## src/ccdpct_pkg.sv

```systemverilog
// Shared types, widths, register indexes and the exp2 root table for the
// pocket charge transfer block. No dependencies.
package ccdpct_pkg;

  // Charge words are Q20.8, log values are unsigned Q5.16.
  localparam int QW = 28;
  localparam int LW = 21;
  // Exponent accumulator, signed log domain Q.16.
  localparam int EW = 29;
  // Width of a flush or fill term.
  localparam int TW = 42;
  // Mantissa width, Q1.30.
  localparam int MW = 31;

  typedef enum logic [1:0] {
    REG_FLUSH_EXP = 2'd0,
    REG_FILL_EXP  = 2'd1,
    REG_CAPACITY  = 2'd2,
    REG_SCALE     = 2'd3
  } reg_index_t;

  // Operand for the log2 unit.
  typedef enum logic [2:0] {
    LOG_CAP    = 3'd0,
    LOG_POCKET = 3'd1,
    LOG_ROOM   = 3'd2,
    LOG_PIXEL  = 3'd3,
    LOG_SCALE  = 3'd4
  } log_sel_t;

  typedef struct packed {
    logic     accept;
    logic     log_start;
    log_sel_t log_sel;
    logic     save_lc;
    logic     save_ln;
    logic     mul_go;
    logic     mul_fill;
    logic     add_go;
    logic     add_from_lc;
    logic     e_init;
    logic     exp_start;
    logic     save_flush;
    logic     save_fill;
    logic     delta_go;
    logic     load_out;
  } cmd_t;

  typedef struct packed {
    logic log_done;
    logic exp_done;
    logic q_pos;
    logic n_neg;
    logic n_zero;
    logic q_ge_cap;
    logic fill_zero;
    logic out_free;
  } status_t;

  typedef logic [15:0][MW-1:0] root_tab_t;

  // Integer square root, used at elaboration only.
  function automatic logic [63:0] isqrt64(logic [63:0] v);
    logic [63:0] r;
    logic [63:0] b;
    logic [63:0] x;
    r = '0;
    b = 64'd1 << 62;
    x = v;
    for (int k = 0; k < 32; k++) begin
      if (b > x) b = b >> 2;
    end
    for (int k = 0; k < 32; k++) begin
      if (b != 0) begin
        if (x >= r + b) begin
          x = x - (r + b);
          r = (r >> 1) + b;
        end else begin
          r = r >> 1;
        end
        b = b >> 2;
      end
    end
    return r;
  endfunction

  // Entry j holds 2^(2^-(j+1)) in Q1.30, each taken as the root of the last.
  function automatic root_tab_t root_table();
    logic [63:0] prev;
    root_tab_t   t;
    prev = isqrt64(64'd1 << 61);
    t[0] = prev[MW-1:0];
    for (int j = 1; j < 16; j++) begin
      prev = isqrt64({prev[33:0], 30'd0});
      t[j] = prev[MW-1:0];
    end
    return t;
  endfunction

  localparam root_tab_t EXP_ROOT = root_table();

endpackage

```

## src/ccdpct_ctrl.sv

```systemverilog
// Controller: sequences the log2, multiply, add and exp2 steps for one
// request at a time. Depends on ccdpct_pkg.
module ccdpct_ctrl (
  input  logic                clk,
  input  logic                rst,
  input  logic                in_valid,
  output logic                in_stall,
  input  ccdpct_pkg::status_t status,
  output ccdpct_pkg::cmd_t    cmd
);
  import ccdpct_pkg::*;

  typedef enum logic [17:0] {
    S_IDLE  = 18'b000000000000000001,
    S_LOG_C = 18'b000000000000000010,
    S_LOG_Q = 18'b000000000000000100,
    S_MUL_Q = 18'b000000000000001000,
    S_ADD_Q = 18'b000000000000010000,
    S_EXP_F = 18'b000000000000100000,
    S_FILL  = 18'b000000000001000000,
    S_LOG_R = 18'b000000000010000000,
    S_MUL_R = 18'b000000000100000000,
    S_ADD_R = 18'b000000001000000000,
    S_NPIX  = 18'b000000010000000000,
    S_LOG_N = 18'b000000100000000000,
    S_LOG_M = 18'b000001000000000000,
    S_MUL_N = 18'b000010000000000000,
    S_ADD_N = 18'b000100000000000000,
    S_EXP_L = 18'b001000000000000000,
    S_DELTA = 18'b010000000000000000,
    S_FIN   = 18'b100000000000000000
  } state_t;

  state_t state;
  state_t state_next;

  assign in_stall = (state != S_IDLE);

  always_ff @(posedge clk) begin
    if (rst) state <= S_IDLE;
    else     state <= state_next;
  end

  // Next state and commands
  always_comb begin
    state_next  = state;
    cmd         = '0;
    cmd.log_sel = LOG_CAP;
    unique case (state)
      S_IDLE: begin
        if (in_valid) begin
          cmd.accept    = 1'b1;
          cmd.log_start = 1'b1;
          state_next    = S_LOG_C;
        end
      end
      S_LOG_C: begin
        if (status.log_done) begin
          cmd.save_lc = 1'b1;
          if (status.q_pos) begin
            cmd.log_start = 1'b1;
            cmd.log_sel   = LOG_POCKET;
            state_next    = S_LOG_Q;
          end else begin
            state_next = S_FILL;
          end
        end
      end
      S_LOG_Q: if (status.log_done) state_next = S_MUL_Q;
      S_MUL_Q: begin
        cmd.mul_go = 1'b1;
        state_next = S_ADD_Q;
      end
      S_ADD_Q: begin
        cmd.add_go      = 1'b1;
        cmd.add_from_lc = 1'b1;
        cmd.exp_start   = 1'b1;
        state_next      = S_EXP_F;
      end
      S_EXP_F: begin
        if (status.exp_done) begin
          cmd.save_flush = 1'b1;
          state_next     = S_FILL;
        end
      end
      // Fill term: skip for negative pixels or a zero fill, skip the room log when full
      S_FILL: begin
        if (status.n_neg || status.fill_zero) begin
          state_next = S_DELTA;
        end else begin
          cmd.e_init = 1'b1;
          if (status.q_ge_cap) begin
            state_next = S_NPIX;
          end else begin
            cmd.log_start = 1'b1;
            cmd.log_sel   = LOG_ROOM;
            state_next    = S_LOG_R;
          end
        end
      end
      S_LOG_R: if (status.log_done) state_next = S_MUL_R;
      S_MUL_R: begin
        cmd.mul_go = 1'b1;
        state_next = S_ADD_R;
      end
      S_ADD_R: begin
        cmd.add_go = 1'b1;
        state_next = S_NPIX;
      end
      S_NPIX: begin
        if (status.n_zero) begin
          cmd.exp_start = 1'b1;
          state_next    = S_EXP_L;
        end else begin
          cmd.log_start = 1'b1;
          cmd.log_sel   = LOG_PIXEL;
          state_next    = S_LOG_N;
        end
      end
      S_LOG_N: begin
        if (status.log_done) begin
          cmd.save_ln   = 1'b1;
          cmd.log_start = 1'b1;
          cmd.log_sel   = LOG_SCALE;
          state_next    = S_LOG_M;
        end
      end
      S_LOG_M: if (status.log_done) state_next = S_MUL_N;
      S_MUL_N: begin
        cmd.mul_go   = 1'b1;
        cmd.mul_fill = 1'b1;
        state_next   = S_ADD_N;
      end
      S_ADD_N: begin
        cmd.add_go    = 1'b1;
        cmd.exp_start = 1'b1;
        state_next    = S_EXP_L;
      end
      S_EXP_L: begin
        if (status.exp_done) begin
          cmd.save_fill = 1'b1;
          state_next    = S_DELTA;
        end
      end
      S_DELTA: begin
        cmd.delta_go = 1'b1;
        state_next   = S_FIN;
      end
      // Hold until the output register is free
      S_FIN: begin
        if (status.out_free) begin
          cmd.load_out = 1'b1;
          state_next   = S_IDLE;
        end
      end
      default: state_next = S_IDLE;
    endcase
  end

endmodule
```

## config.mk

```make
export PLATFORM = sky130hd
export DESIGN_NAME = ccdpct_ctrl
export DESIGN_NICKNAME = d
export VERILOG_FILES = /design/src/ccdpct_pkg.sv /design/src/ccdpct_ctrl.sv
export SDC_FILE = /design/constraint.sdc
export NUM_CORES = 1
export LEC_CHECK = 0
export ABC_AREA = 1
export BUFFER_PORTS_ARGS = -buffer_cell sky130_fd_sc_hd__buf_2
export CORE_ASPECT_RATIO = 1.25
export CORE_MARGIN = 1.5
export CORE_UTILIZATION = 30
export CTS_CLUSTER_DIAMETER = 80
export DETAILED_ROUTE_END_ITERATION = 7
export HOLD_SLACK_MARGIN = 0.12
export PLACE_DENSITY = 0.46
export SLEW_MARGIN = 10
export SYNTH_ARGS = -nofsm -noshare
export SYNTH_HDL_FRONTEND = slang
export SYNTH_SLANG_ARGS = --single-unit
```

## constraint.sdc

```tcl
create_clock -name clk -period 3.2 [get_ports clk]
set_input_delay 0.64 -clock clk [delete_from_list [all_inputs] [get_ports clk]]
set_output_delay 0.64 -clock clk [all_outputs]
set_load 0.05 [all_outputs]
```

==> flow_summary_export.csv <==
group,metric,value,unit
sta,grt_setup_unrepaired,"false",
cts,holdBufCountCts,0,
worst_hold_path,hold_class,"register to register",
status,run_status,"finished, final reports clean",
sta,slew_viol_final,0,
detailed_routing,ant_nets,0,
logic_synthesis,synthDominantCellAreaShare,0.222,
cells_and_area,multiInputGateArea,1060,um2
cts,cts_made_buffers,3,
die,io_pins,29,
sta,hold_viol_final,0,
cells_and_area,nFillCells,612,
die,die_w,68.8,um
worst_setup_path,crit_type,"register to primary output",
sta,fin_tns_setup,0,ns
cells_and_area,area_growth,14.7,%
cells_and_area,n_antenna_cell,0,
detailed_routing,wirelength,4710,um
cts,cts_setup_buffers,0,
cells_and_area,drive_gt1_frac,0.250,
detailed_routing,num_vias,1709,
logic_synthesis,yosys.area.top_type,"dfxtp_1",
die,dieArea,5870,um2
global_route,grt_pass1_vias,1687,
sta,clock_skew,0.00482,ns
sta,setup_slack,0.395,ns
cells_and_area,final-seq-area,360,um2
die,initial_core_util,0.315,
die,coreArea,5150,um2
cts,clock_latency,0.26,ns
logic_synthesis,syn_nets,274,
cells_and_area,largest_register_ffs,18,
cells_and_area,final_common_cell,"nor2_1",
cells_and_area,mostFrequentLayoutCells,"52 x nor2_1, 49 x nand2_1, 42 x inv_1",
sta,setup_viol,0,
worst_setup_path,critPathBufInv,1,
logic_synthesis,syn_area,1620,um2
detailed_routing,first_iter_violations,119,
logic_synthesis,synth_area_per_cell,6.18,um2
power_and_ir_drop,peakVddDrop,0.447,mV
worst_setup_path,end_kind,"primary output",
worst_setup_path,cpMaxStageDelayCell,"dfxtp_1",
logic_synthesis,synth_area_leaders,"dfxtp_1 22%, nor2_1 12%, nand2_1 11%",
logic_synthesis,yosysSeqAreaShare,0.222,
logic_synthesis,syn_inst,263,
cts,cts.sinks,18,
logic_synthesis,ys_ff_latch,18,
cells_and_area,stdcell_area,1860,um2
worst_setup_path,worst_setup_path_start_kind,"register",
cts,htreeDepth,1,
detailed_routing,first_pass_iters,5,
worst_setup_path,max_stage_delay,0.33,ns
run,cap_violations,0,
detailed_routing,post-route-drc-count,0,
worst_setup_path,arrival,2.16,ns
power_and_ir_drop,p_per_area,1060,nW/um2
cells_and_area,largest_registers,"state: 18 flops",
global_route,grt_pass1_wl,7820,um
worst_setup_path,crit_chain,"nor2_1, nand2_2, nor2_8, nand4_1, nor2_1, nor3_1, nand3_1, buf_2",
worst_setup_path,path_common_cell,"nor2_1",
sta,tightest_slew,0.340,ns
cts,cts_buffer_depth,2,
detailed_routing,routed_via_density,4.83,
logic_synthesis,synth_cell_types,25,
worst_setup_path,cp.required,2.56,ns
die,die_h,85.3,um
cells_and_area,max_flop_register,"state",
sta,max_freq,357,MHz
logic_synthesis,ys_warn_count,0,
global_route,grtUsageTotal,0.179,
cts,root_buffer,"clkbuf_8",
cts,cts_resized,0,
placed_design,gp_congestion,0.824,
placed_design,detailedPlace.worstSlack,0.689,ns
cells_and_area,fin_nets,304,
power_and_ir_drop,leakagePower,1.01,nW
die,num_rows,29,
sta,min_period_over_period,0.877,
placed_design,place_area,1810,um2
cts,clk_pin_slew_worst_paths,0.08,ns
sta,slew_headroom,0.772,
worst_setup_path,worst_path_dominant_cell_family,"simple AND/OR/NAND/NOR gates",
global_route,grt_max_degree,19,
global_route,antenna_found_initial,0,
sta,finalCriticalPeriod,2.80,ns
global_route,grt_overflow,0,
placed_design,io_buffer_count,28,
cells_and_area,utilization,0.362,
worst_setup_path,path_max_fanout,18,
detailed_routing,post_drt_wl_per_cell,13.3,um
cts,cts_tree,"built",
placed_design,place_hpwl,3930,um
layout make-up:
class | count | share of cell area
Sequential cell | 18 | 0.193
Tap cell | 62 | 0.0416
Clock buffer | 4 | 0.0295
Inverter | 44 | 0.0900
Multi-Input combinational cell | 198 | 0.570
Timing Repair Buffer | 28 | 0.0752
cell families after synthesis:
| logic type | count (synthesis) | synth area share |
|---|---|---|
| buffers and inverters | 47 | 0.124 |
| flip-flops | 18 | 0.222 |
| AND/OR/NAND/NOR | 187 | 0.612 |
| AO/OA/AOI/OAI | 11 | 0.0416 |
Yosys cell counts:
| cell type | instances |
|---|---|
| o21ai_2 | 2 |
| nand3_4 | 1 |
| nand3b_1 | 3 |
| nand4_1 | 6 |
| nor2_1 | 52 |
| buf_6 | 3 |
| nor4_1 | 1 |
| inv_2 | 1 |
| nor2_4 | 5 |
| nand2_2 | 4 |
| o21ai_0 | 4 |
| nand3_1 | 31 |
| o21a_1 | 1 |
| inv_4 | 1 |
| a21oi_1 | 3 |
| nand2_1 | 49 |
| nand3_2 | 5 |
| or2_1 | 1 |
| nand2_4 | 5 |
| inv_1 | 42 |
| nor2_2 | 14 |
| a21boi_0 | 1 |
| dfxtp_1 | 18 |
| nor3_1 | 7 |
| nor2_8 | 3 |
worst paths after layout:
kind                                              from                endpoint  slack (ns)  cells past startpoint
worst max-delay path            state[14]$_SDFFE_PP0P_                 cmd[15]        0.40                      8
worst min-delay path             state[2]$_SDFFE_PP0P_   state[2]$_SDFFE_PP0P_        0.53                      2
worst max register to register  state[14]$_SDFFE_PP0P_  state[15]$_SDFFE_PP0P_        1.28                     10
worst min register to register   state[2]$_SDFFE_PP0P_   state[2]$_SDFFE_PP0P_        0.53                      2
per-stage QoR:
step / hold WS (ns) / power, W / cells
5_1_grt: 0.578 / 0.00217 / 354
3_5_place_dp: 0.521 / 0.00180 / 350
6_report: 0.531 / 0.00198 / 354
2_1_floorplan: 0.481 / 0.00157 / 263
3_3_place_gp: 0.514 / 0.00181 / 350
4_1_cts: 0.533 / 0.00200 / 354
routing by layer:
| metal | share of wire | GRT usage |
|---|---|---|
| met1 | 0.44 | 0.223 |
| met2 | 0.49 | 0.304 |
| met3 | 0.051 | 0.0318 |
| met4 | 0.013 | 0.0553 |
| met5 | 0 | 0 |
power breakdown:
| part | leakage [nW] | switching, W | internal, W |
|---|---|---|---|
| logic | 0.839 | 0.00104 | 0.000401 |
| clock network | 0.0288 | 0.0000890 | 0.000110 |
| registers | 0.146 | 0.0000611 | 0.000279 |
worst register-to-register path: cells and delay by family (launching register included):
| family | cells | cell delay, ns |
|---|---|---|
| flip-flops | 1 | 0.33 |
| AO/OA/AOI/OAI | 1 | 0.12 |
| AND/OR/NAND/NOR | 9 | 1.37 |
(Power assumes the default switching activity.)
